File: config.mk
export PLATFORM = sky130hd
export DESIGN_NAME = nlms_adaptive_fir
export DESIGN_NICKNAME = d
export VERILOG_FILES = /design/src/sv/nlms_pkg.sv /design/src/sv/nlms_div.sv /design/src/sv/nlms_adaptive_fir.sv
export SDC_FILE = /design/constraint.sdc
export NUM_CORES = 2
export LEC_CHECK = 0
export BUFFER_PORTS_ARGS = -buffer_cell sky130_fd_sc_hd__buf_4
export CAP_MARGIN = 15
export CORE_MARGIN = 1
export CORE_UTILIZATION = 45
export CTS_BUF_LIST = sky130_fd_sc_hd__clkbuf_4 sky130_fd_sc_hd__clkbuf_8
export CTS_CLUSTER_SIZE = 28
export DETAILED_ROUTE_END_ITERATION = 6
export GPL_ROUTABILITY_DRIVEN = 0
export PLACE_DENSITY = 0.72
export SYNTH_ARGS = -nofsm -noshare
export SYNTH_HDL_FRONTEND = slang
export SYNTH_HIERARCHICAL = 1
export SYNTH_SLANG_ARGS = --single-unit
File: constraint.sdc
create_clock -name clk_i -period 11 [get_ports clk_i]
set_input_delay 1.65 -clock clk_i [delete_from_list [all_inputs] [get_ports clk_i]]
set_output_delay 1.65 -clock clk_i [all_outputs]
set_load 0.02 [all_outputs]
File: src/sv/nlms_pkg.sv
// ----------------------------------------------------------------------------
// nlms_pkg
// Shared sizes, register indexes and helpers for the nlms adaptive fir
// ----------------------------------------------------------------------------
package nlms_pkg;

  localparam int TAPS      = 16;
  localparam int IDX_W     = $clog2(TAPS);
  localparam int FILL_W    = $clog2(TAPS + 1);

  localparam int S_W       = 16;              // sample width
  localparam int W_W       = 32;              // weight width, Q4.28
  localparam int STEP_W    = 15;
  localparam int LIM_W     = 16;
  localparam int TAP_OUT_W = 6;

  localparam int EST_W     = W_W + S_W + IDX_W;   // dot product accumulator
  localparam int EN_W      = 2 * S_W - 1 + IDX_W; // energy accumulator
  localparam int ES_W      = W_W + STEP_W;        // err * step
  localparam int NUM_W     = ES_W + S_W;          // magnitude of 2*err*step*x
  localparam int MUL_A_W   = 48;
  localparam int MUL_B_W   = 16;
  localparam int MUL_P_W   = MUL_A_W + MUL_B_W;

  localparam int CFG_IDX_W = 1;
  localparam int CFG_W     = 16;
  localparam logic [CFG_IDX_W-1:0] REG_STEP_SIZE  = 1'b0;
  localparam logic [CFG_IDX_W-1:0] REG_SNAP_LIMIT = 1'b1;

  localparam logic [STEP_W-1:0] STEP_RESET  = 15'd16384;
  localparam logic [LIM_W-1:0]  LIMIT_RESET = 16'hFFFF;

  // saturate a signed 64-bit value to signed 32 bits
  function automatic logic signed [W_W-1:0] sat32(input logic signed [63:0] v);
    logic signed [63:0] hi;
    logic signed [63:0] lo;
    hi = 64'sd2147483647;
    lo = -64'sd2147483648;
    if (v > hi) begin
      sat32 = 32'sh7FFFFFFF;
    end else if (v < lo) begin
      sat32 = 32'sh80000000;
    end else begin
      sat32 = v[W_W-1:0];
    end
  endfunction

endpackage

File: src/sv/nlms_div.sv
// ----------------------------------------------------------------------------
// nlms_div
// Restoring unsigned divider, one quotient bit per cycle
// ----------------------------------------------------------------------------
module nlms_div import nlms_pkg::*; (
  input  logic              clk_i,
  input  logic              rst_ni,
  input  logic              start_i,
  input  logic [NUM_W-1:0]  dividend_i,
  input  logic [EN_W-1:0]   divisor_i,
  output logic              busy_o,
  output logic              done_o,
  output logic [NUM_W-1:0]  quotient_o
);

  localparam int CNT_W = $clog2(NUM_W + 1);

  logic [CNT_W-1:0] cnt_q;
  logic [EN_W-1:0]  rem_q;
  logic [NUM_W-1:0] dq_q;
  logic             done_q;
  logic [EN_W:0]    shifted;
  logic             ge;

  // trial subtract of the shifted remainder
  assign shifted = {rem_q, dq_q[NUM_W-1]};
  assign ge      = shifted >= {1'b0, divisor_i};

  always_ff @(posedge clk_i or negedge rst_ni) begin
    if (!rst_ni) begin
      cnt_q  <= '0;
      done_q <= 1'b0;
    end else begin
      done_q <= 1'b0;
      if (start_i) begin
        cnt_q <= CNT_W'(NUM_W);
      end else if (cnt_q != '0) begin
        cnt_q <= cnt_q - 1'b1;
        if (cnt_q == CNT_W'(1)) begin
          done_q <= 1'b1;
        end
      end
    end
  end

  // datapath, no reset needed
  always_ff @(posedge clk_i) begin
    if (start_i) begin
      rem_q <= '0;
      dq_q  <= dividend_i;
    end else if (cnt_q != '0) begin
      rem_q <= ge ? EN_W'(shifted - {1'b0, divisor_i}) : shifted[EN_W-1:0];
      dq_q  <= {dq_q[NUM_W-2:0], ge};
    end
  end

  assign busy_o     = cnt_q != '0;
  assign done_o     = done_q;
  assign quotient_o = dq_q;

endmodule

File: src/sv/nlms_adaptive_fir.sv
// ----------------------------------------------------------------------------
// nlms_adaptive_fir
// Normalized LMS adaptive FIR identifier with periodic weight snapshots
// ----------------------------------------------------------------------------
// Input stream: each transfer carries one sample and its desired response.
// Until TAPS samples have arrived a sample is only stored.
// After that every item runs the adaptation on one shared multiplier and
// one shared bit-serial divider under a small sequencer:
//   accept
//   dot product and energy, per tap
//   error and err*step
//   weight update, per tap (63-step divide)
//   snapshot decision
// followed by TAPS output words on a snapshot item; a zero-energy window
// skips the update. s_axis_tready_o is low meanwhile.
// On the first adapting item and every TAPS-th one after it a snapshot of
// TAPS weights leaves on the output stream, newest-sample tap first, tlast
// on the final one, until snapshot_limit snapshots have gone out.
// The output register holds a result while the receiver stalls; the
// sequencer waits for it. Reset clears samples, weights and counters and
// restores the register defaults; no clearing pass is needed.
// ----------------------------------------------------------------------------
module nlms_adaptive_fir import nlms_pkg::*; (
  input  logic                  clk_i,
  input  logic                  rst_ni,
  // sample_in [15:0], desired_in [31:16]
  input  logic [31:0]           s_axis_tdata_i,
  input  logic                  s_axis_tvalid_i,
  output logic                  s_axis_tready_o,
  // tap_index [5:0], weight_out [37:6], zero fill [39:38]
  output logic [39:0]           m_axis_tdata_o,
  output logic                  m_axis_tlast_o,
  output logic                  m_axis_tvalid_o,
  input  logic                  m_axis_tready_i,
  input  logic                  cfg_we_i,
  input  logic [CFG_IDX_W-1:0]  cfg_idx_i,
  input  logic [CFG_W-1:0]      cfg_data_i
);

  typedef enum logic [3:0] {
    S_IDLE, S_EST_MUL, S_EST_ACC, S_EN_ACC, S_ERR, S_ES_MUL, S_ES_LD,
    S_UPD_MUL, S_DIV_GO, S_DIV_WAIT, S_SNAP, S_OUT
  } state_e;

  state_e                   state_q;
  logic [STEP_W-1:0]        step_q;
  logic [LIM_W-1:0]         limit_q;
  logic signed [S_W-1:0]    win_q [TAPS];
  logic signed [W_W-1:0]    wgt_q [TAPS];
  logic [FILL_W-1:0]        fill_q;
  logic [IDX_W-1:0]         phase_q;
  logic [LIM_W-1:0]         snaps_q;
  logic [IDX_W-1:0]         idx_q;
  logic signed [S_W-1:0]    des_q;
  logic signed [EST_W-1:0]  est_q;
  logic [EN_W-1:0]          en_q;
  logic signed [W_W-1:0]    err_q;
  logic signed [ES_W-1:0]   es_q;
  logic                     neg_q;
  logic signed [MUL_P_W-1:0] mul_q;
  logic signed [MUL_A_W-1:0] mul_a;
  logic signed [MUL_B_W-1:0] mul_b;
  logic                     out_valid_q;
  logic [TAP_OUT_W-1:0]     out_tap_q;
  logic signed [W_W-1:0]    out_w_q;
  logic                     out_last_q;

  logic                     in_xfer;
  logic [FILL_W-1:0]        fill_next;
  logic signed [EST_W:0]    diff;
  logic signed [EST_W-15:0] diff_sh;
  logic signed [63:0]       num;
  logic [NUM_W-1:0]         num_mag;
  logic                     div_start;
  logic                     div_busy;
  logic                     div_done;
  logic [NUM_W-1:0]         quot;
  logic signed [63:0]       quot_s;
  logic signed [63:0]       wsum;

  assign in_xfer   = s_axis_tvalid_i && s_axis_tready_o;
  assign fill_next = (fill_q == FILL_W'(TAPS)) ? fill_q : fill_q + 1'b1;

  // shared multiplier operand select
  always_comb begin
    case (state_q)
      S_EST_MUL: begin
        mul_a = MUL_A_W'(wgt_q[idx_q]);
        mul_b = win_q[idx_q];
      end
      S_ES_MUL: begin
        mul_a = MUL_A_W'(err_q);
        mul_b = $signed({1'b0, step_q});
      end
      S_UPD_MUL: begin
        mul_a = MUL_A_W'(es_q);
        mul_b = win_q[idx_q];
      end
      default: begin
        mul_a = MUL_A_W'(win_q[idx_q]);
        mul_b = win_q[idx_q];
      end
    endcase
  end

  always_ff @(posedge clk_i) begin
    mul_q <= mul_a * mul_b;
  end

  // error: desired*2^28 - estimate, floored by 2^15
  assign diff    = ($signed((EST_W + 1)'(des_q)) <<< 28) - (EST_W + 1)'(est_q);
  assign diff_sh = diff[EST_W:15];

  // signed numerator and its magnitude for the divider
  assign num       = mul_q <<< 1;
  assign num_mag   = num[63] ? NUM_W'(-num) : NUM_W'(num);
  assign div_start = state_q == S_DIV_GO;

  nlms_div u_div (
    .clk_i      (clk_i),
    .rst_ni     (rst_ni),
    .start_i    (div_start),
    .dividend_i (num_mag),
    .divisor_i  (en_q),
    .busy_o     (div_busy),
    .done_o     (div_done),
    .quotient_o (quot)
  );

  assign quot_s = neg_q ? -$signed({1'b0, quot}) : $signed({1'b0, quot});
  assign wsum   = 64'(wgt_q[idx_q]) + quot_s;

  // sequencer with registered outputs
  always_ff @(posedge clk_i or negedge rst_ni) begin
    if (!rst_ni) begin
      state_q     <= S_IDLE;
      step_q      <= STEP_RESET;
      limit_q     <= LIMIT_RESET;
      fill_q      <= '0;
      phase_q     <= '0;
      snaps_q     <= '0;
      idx_q       <= '0;
      out_valid_q <= 1'b0;
      for (int i = 0; i < TAPS; i++) begin
        win_q[i] <= '0;
        wgt_q[i] <= '0;
      end
    end else begin
      // configuration writes
      if (cfg_we_i) begin
        case (cfg_idx_i)
          REG_STEP_SIZE:  step_q  <= cfg_data_i[STEP_W-1:0];
          REG_SNAP_LIMIT: limit_q <= cfg_data_i[LIM_W-1:0];
          default: ;
        endcase
      end

      // output register empties on a transfer; S_OUT handles its own refill
      if (out_valid_q && m_axis_tready_i && state_q != S_OUT) begin
        out_valid_q <= 1'b0;
      end

      case (state_q)
        S_IDLE: begin
          if (in_xfer) begin
            for (int i = 0; i < TAPS - 1; i++) begin
              win_q[i] <= win_q[i+1];
            end
            win_q[TAPS-1] <= s_axis_tdata_i[15:0];
            des_q  <= s_axis_tdata_i[31:16];
            fill_q <= fill_next;
            if (fill_next == FILL_W'(TAPS)) begin
              idx_q   <= '0;
              est_q   <= '0;
              en_q    <= '0;
              state_q <= S_EST_MUL;
            end
          end
        end
        S_EST_MUL: state_q <= S_EST_ACC;
        S_EST_ACC: begin
          est_q   <= est_q + EST_W'(mul_q);
          state_q <= S_EN_ACC;
        end
        S_EN_ACC: begin
          en_q <= en_q + EN_W'(mul_q);
          if (idx_q == IDX_W'(TAPS - 1)) begin
            state_q <= S_ERR;
          end else begin
            idx_q   <= idx_q + 1'b1;
            state_q <= S_EST_MUL;
          end
        end
        S_ERR: begin
          err_q <= sat32(64'(diff_sh));
          idx_q <= '0;
          state_q <= (en_q == '0) ? S_SNAP : S_ES_MUL;
        end
        S_ES_MUL: state_q <= S_ES_LD;
        S_ES_LD: begin
          es_q    <= mul_q[ES_W-1:0];
          state_q <= S_UPD_MUL;
        end
        S_UPD_MUL: state_q <= S_DIV_GO;
        S_DIV_GO: begin
          neg_q   <= num[63];
          state_q <= S_DIV_WAIT;
        end
        S_DIV_WAIT: begin
          if (div_done) begin
            wgt_q[idx_q] <= sat32(wsum);
            if (idx_q == IDX_W'(TAPS - 1)) begin
              state_q <= S_SNAP;
            end else begin
              idx_q   <= idx_q + 1'b1;
              state_q <= S_UPD_MUL;
            end
          end
        end
        S_SNAP: begin
          phase_q <= (phase_q == IDX_W'(TAPS - 1)) ? '0 : phase_q + 1'b1;
          if (phase_q == '0 && snaps_q < limit_q) begin
            snaps_q <= snaps_q + 1'b1;
            idx_q   <= IDX_W'(TAPS - 1);
            state_q <= S_OUT;
          end else begin
            state_q <= S_IDLE;
          end
        end
        S_OUT: begin
          if (!out_valid_q || m_axis_tready_i) begin
            out_valid_q <= 1'b1;
            out_tap_q   <= TAP_OUT_W'(TAPS - 1) - TAP_OUT_W'(idx_q);
            out_w_q     <= wgt_q[idx_q];
            out_last_q  <= idx_q == '0;
            if (idx_q == '0) begin
              state_q <= S_IDLE;
            end else begin
              idx_q <= idx_q - 1'b1;
            end
          end
        end
        default: state_q <= S_IDLE;
      endcase
    end
  end

  assign s_axis_tready_o = state_q == S_IDLE;
  assign m_axis_tvalid_o = out_valid_q;
  assign m_axis_tlast_o  = out_last_q;
  assign m_axis_tdata_o  = {2'b00, out_w_q, out_tap_q};

  // the input side never opens while a divide runs
  a_ready_not_busy: assert property (@(posedge clk_i) disable iff (!rst_ni)
    s_axis_tready_o |-> !div_busy)
    else $error("input ready during divide");

  // a divide start is followed by a running divider
  a_div_runs: assert property (@(posedge clk_i) disable iff (!rst_ni)
    div_start |=> div_busy)
    else $error("divider did not start");

  // tlast marks the oldest-sample tap only
  a_last_tap: assert property (@(posedge clk_i) disable iff (!rst_ni)
    (m_axis_tvalid_o && m_axis_tlast_o) |-> (out_tap_q == TAP_OUT_W'(TAPS - 1)))
    else $error("tlast on wrong tap");

endmodule

==> metrics.txt <==
Comb pwr share 16.2%; initial antenna violation count 10; CP delay by family, top adder cells; # hold bufs at CTS 0; Placed Area 101000 um2; I/O pin count 97; worst hold path class reg2reg; drt first pass iters 7; via count 84000; share of cells above drive strength 1 11.5%; Layout area overhead 9.10%; Setup TNS Final 0 ns; crit path kind reg2reg; CP Capture Type register; initial drt markers 10600; Synth Area in Adders 19.3%; status complete, but fails checks; Mean Syn Cell Area 8.82 um2; Reg2Reg Depth 34; setup ws final 0.388 ns; Final Util 49.4%; largest family of logic cells by synthesized area simple AND/OR/NAND/NOR gates; DP Wirelength 215000 um; Fmax achieved 0.0942 GHz; Crit path required time 11.93 ns; worst skew pair latency 1.04 ns; Post-Synth Simple-Gate Area 20.6%; Max VDD drop 0.157 mV; count of cell types in the netlist 97; CTS tree yes; Remaining Overflow, GRT 0; Final Hold Fails 0; clock power share 39.9%; Rel. slew slack 16.8%; Initial Util 45.3%; Mapped Area 97200 um2; Setup crit start idx_q[0]; Routed WL per cell 22.7 um; Flop pwr share 44.0%; CP startpoint kind register; setup violators final 0; H-tree depth 4; synth warn 6; final-stage net count 11900; CP Data Arrival Time 11.55 ns; clk slew on worst S/H paths 0.07 ns; Least-Margin Pin Slew 1.25 ns; chip width 467 um; Leak 50.4 nW; CP peak stage delay 0.65 ns; internal reg-to-reg setup slack 0.39 ns; number of routed nets with antenna violations 0; vias in the first global route 84100; FF+latch count, synth 1221; Worst Clk Skew 0.0862 ns; Max-cap violations 0; Clock Tree Buf Depth 3; Switching Share 30.3%; Die Height 467 um; CP endpoint mul_q[61]; gr usage total 28.6%; Sw Pwr 0.00352 W; row count 170; post-route cell area 106000 um2; Worst path depth 34; Critical path buffers and inverters 8; max-slew violation count 0; core area 215000 um2; largest net degree at the start of global routing 216; number of synthesized flops with an enable pin 283; most frequent cell on the critical path fa_1; Int Pwr 0.00813 W; CP max FO 29; Pwr per Cell Area 110 nW/um2; Post-Synth XOR/XNOR Area 3.53%; Async SR Flop Fraction 68.8%; Buffers on Ports 92; minimum clock period 10.61 ns; global-route wire length before repair 485000 um; CTS Buf Count 210; Final Power 0.0116 W; Main synth FF type dfrtp_1; Syn Inst Count 11000; Die Footprint 218000 um2; period utilisation layout 96.5%; clock sink total 1221; worst flop-to-flop path startpoint idx_q[0]; pre-CTS WS 0.211 ns; Worst path slowest cell dfrtp_4; mux contribution to synthesized area 6.99%; hold_sp win_q[28]; reg-to-reg endpoint mul_q[61]; Post-Route WL 314000 um; failing checks design-rule violations; drc violations 16; Compound-Gate Fraction of Synth Area 10.4%; Root Buffer clkbuf_8; Vias/cell 6.07; register area share after synthesis 32.4%
## power groups by stage
stage / combinational (W) / clock, W / sequential [W]
2_1_floorplan: 0.00125 / 0 / 0.00501
3_5_place_dp: 0.00183 / 0 / 0.00519
3_3_place_gp: 0.00176 / 0 / 0.00518
5_1_grt: 0.00205 / 0.00489 / 0.00512
6_report: 0.00188 / 0.00464 / 0.00512
4_1_cts: 0.00184 / 0.00469 / 0.00511
## per-stage QoR
stage	hold slack, ns	instances
2_1_floorplan	0.406	11000
3_3_place_gp	0.454	13400
3_5_place_dp	0.466	13400
4_1_cts	0.461	13800
5_1_grt	0.476	13800
6_report	0.466	13800
## cell families (layout without fill, tap and decap cells)
| family | Yosys count | count (layout) |
|---|---|---|
| simple gates | 4611 | 4611 |
| buf+inv | 1752 | 1712 |
| compound gates | 1603 | 1603 |
| flops | 1221 | 1221 |
| fa+ha+maj | 1078 | 1078 |
| xor+xnor | 392 | 392 |
| mux | 365 | 365 |
| other cells | 1 | 10 |
## worst min-delay path, delay by kind of cell (launching register included)
kind             cells  cell delay (ns)
DFF                  1             0.36
and+or+nand+nor      2             0.11
## per-layer routing
layer | GRT usage (%) | vias up | wire length [um]
li1 | - | 36600 | -
met1 | 35.5 | 41200 | 116000
met2 | 43.7 | 4953 | 139000
met3 | 8.19 | 1237 | 36800
met4 | 18.4 | 12 | 22800
met5 | 0 | - | 91
## sequential cells by signal, indices dropped and copies added, names as in the netlist, 32 cells and up
name              cells
mul_q                63
out_w_q              32
en_q                 35
es_q                 47
wgt_q               512
u_div/rem_q          35
win_q               256
est_q                52
err_q                32
u_div/quotient_o     63
## synth_stat cells, drive strengths merged (225+ instances only)
cell	count	area [um2]
nand2	1927	7240
nor2	1095	4110
inv	988	3710
nand3	937	4690
dfrtp	823	20600
a21oi	709	3560
fa	701	14000
clkbuf	690	2590
ha	377	4720
xnor2	293	2570
edfxtp	283	8500
mux4	240	5410
nor3	231	1160
o21ai	225	1140
## cell usage in the layout (no fill, tap or decap), types with 48 or more instances in the layout
master	count
inv_1	987
a31oi_1	58
mux4_2	240
nor3_1	224
o31ai_1	52
nor4_1	50
a21oi_1	705
a21o_1	161
nand3_1	933
buf_4	317
ha_1	377
edfxtp_1	283
nand2_1	1911
xnor2_1	279
clkbuf_4	61
o21ai_0	192
mux2_2	106
nand4_1	48
xor2_1	88
a221oi_1	84
clkbuf_8	269
nor2_1	1083
nand2b_1	75
fa_1	701
dfrtp_1	820
nor2b_1	53
dfxtp_1	97
## worst min-delay path by stage
| stage | slack, ns | endpoint | cells past startpoint |
|---|---|---|---|
| after global routing | 0.48 | win_q[191] | 2 |
| after floorplan | 0.41 | neg_q | 0 |
| final | 0.47 | win_q[44] | 2 |
| after CTS | 0.46 | win_q[44] | 2 |
| after detailed placement | 0.47 | win_q[252] | 2 |
| after global placement | 0.45 | win_q[247] | 2 |
## layout make-up
type | instances | area (um2)
inverter | 990 | 3720
sequential | 1221 | 31500
clock buffer | 330 | 4160
fill | 19300 | 109000
multi-input combinational | 8054 | 59700
tap | 2838 | 3550
clock inverter | 53 | 546
timing repair buffer | 339 | 2810
antenna | 5 | 12.5
## timing repair
action	CTS	global route
buffers inserted	0	1
gates resized for setup	0	1
setup endpoints to repair	0	2
No activity file was read; power rests on OpenSTA's default activity.
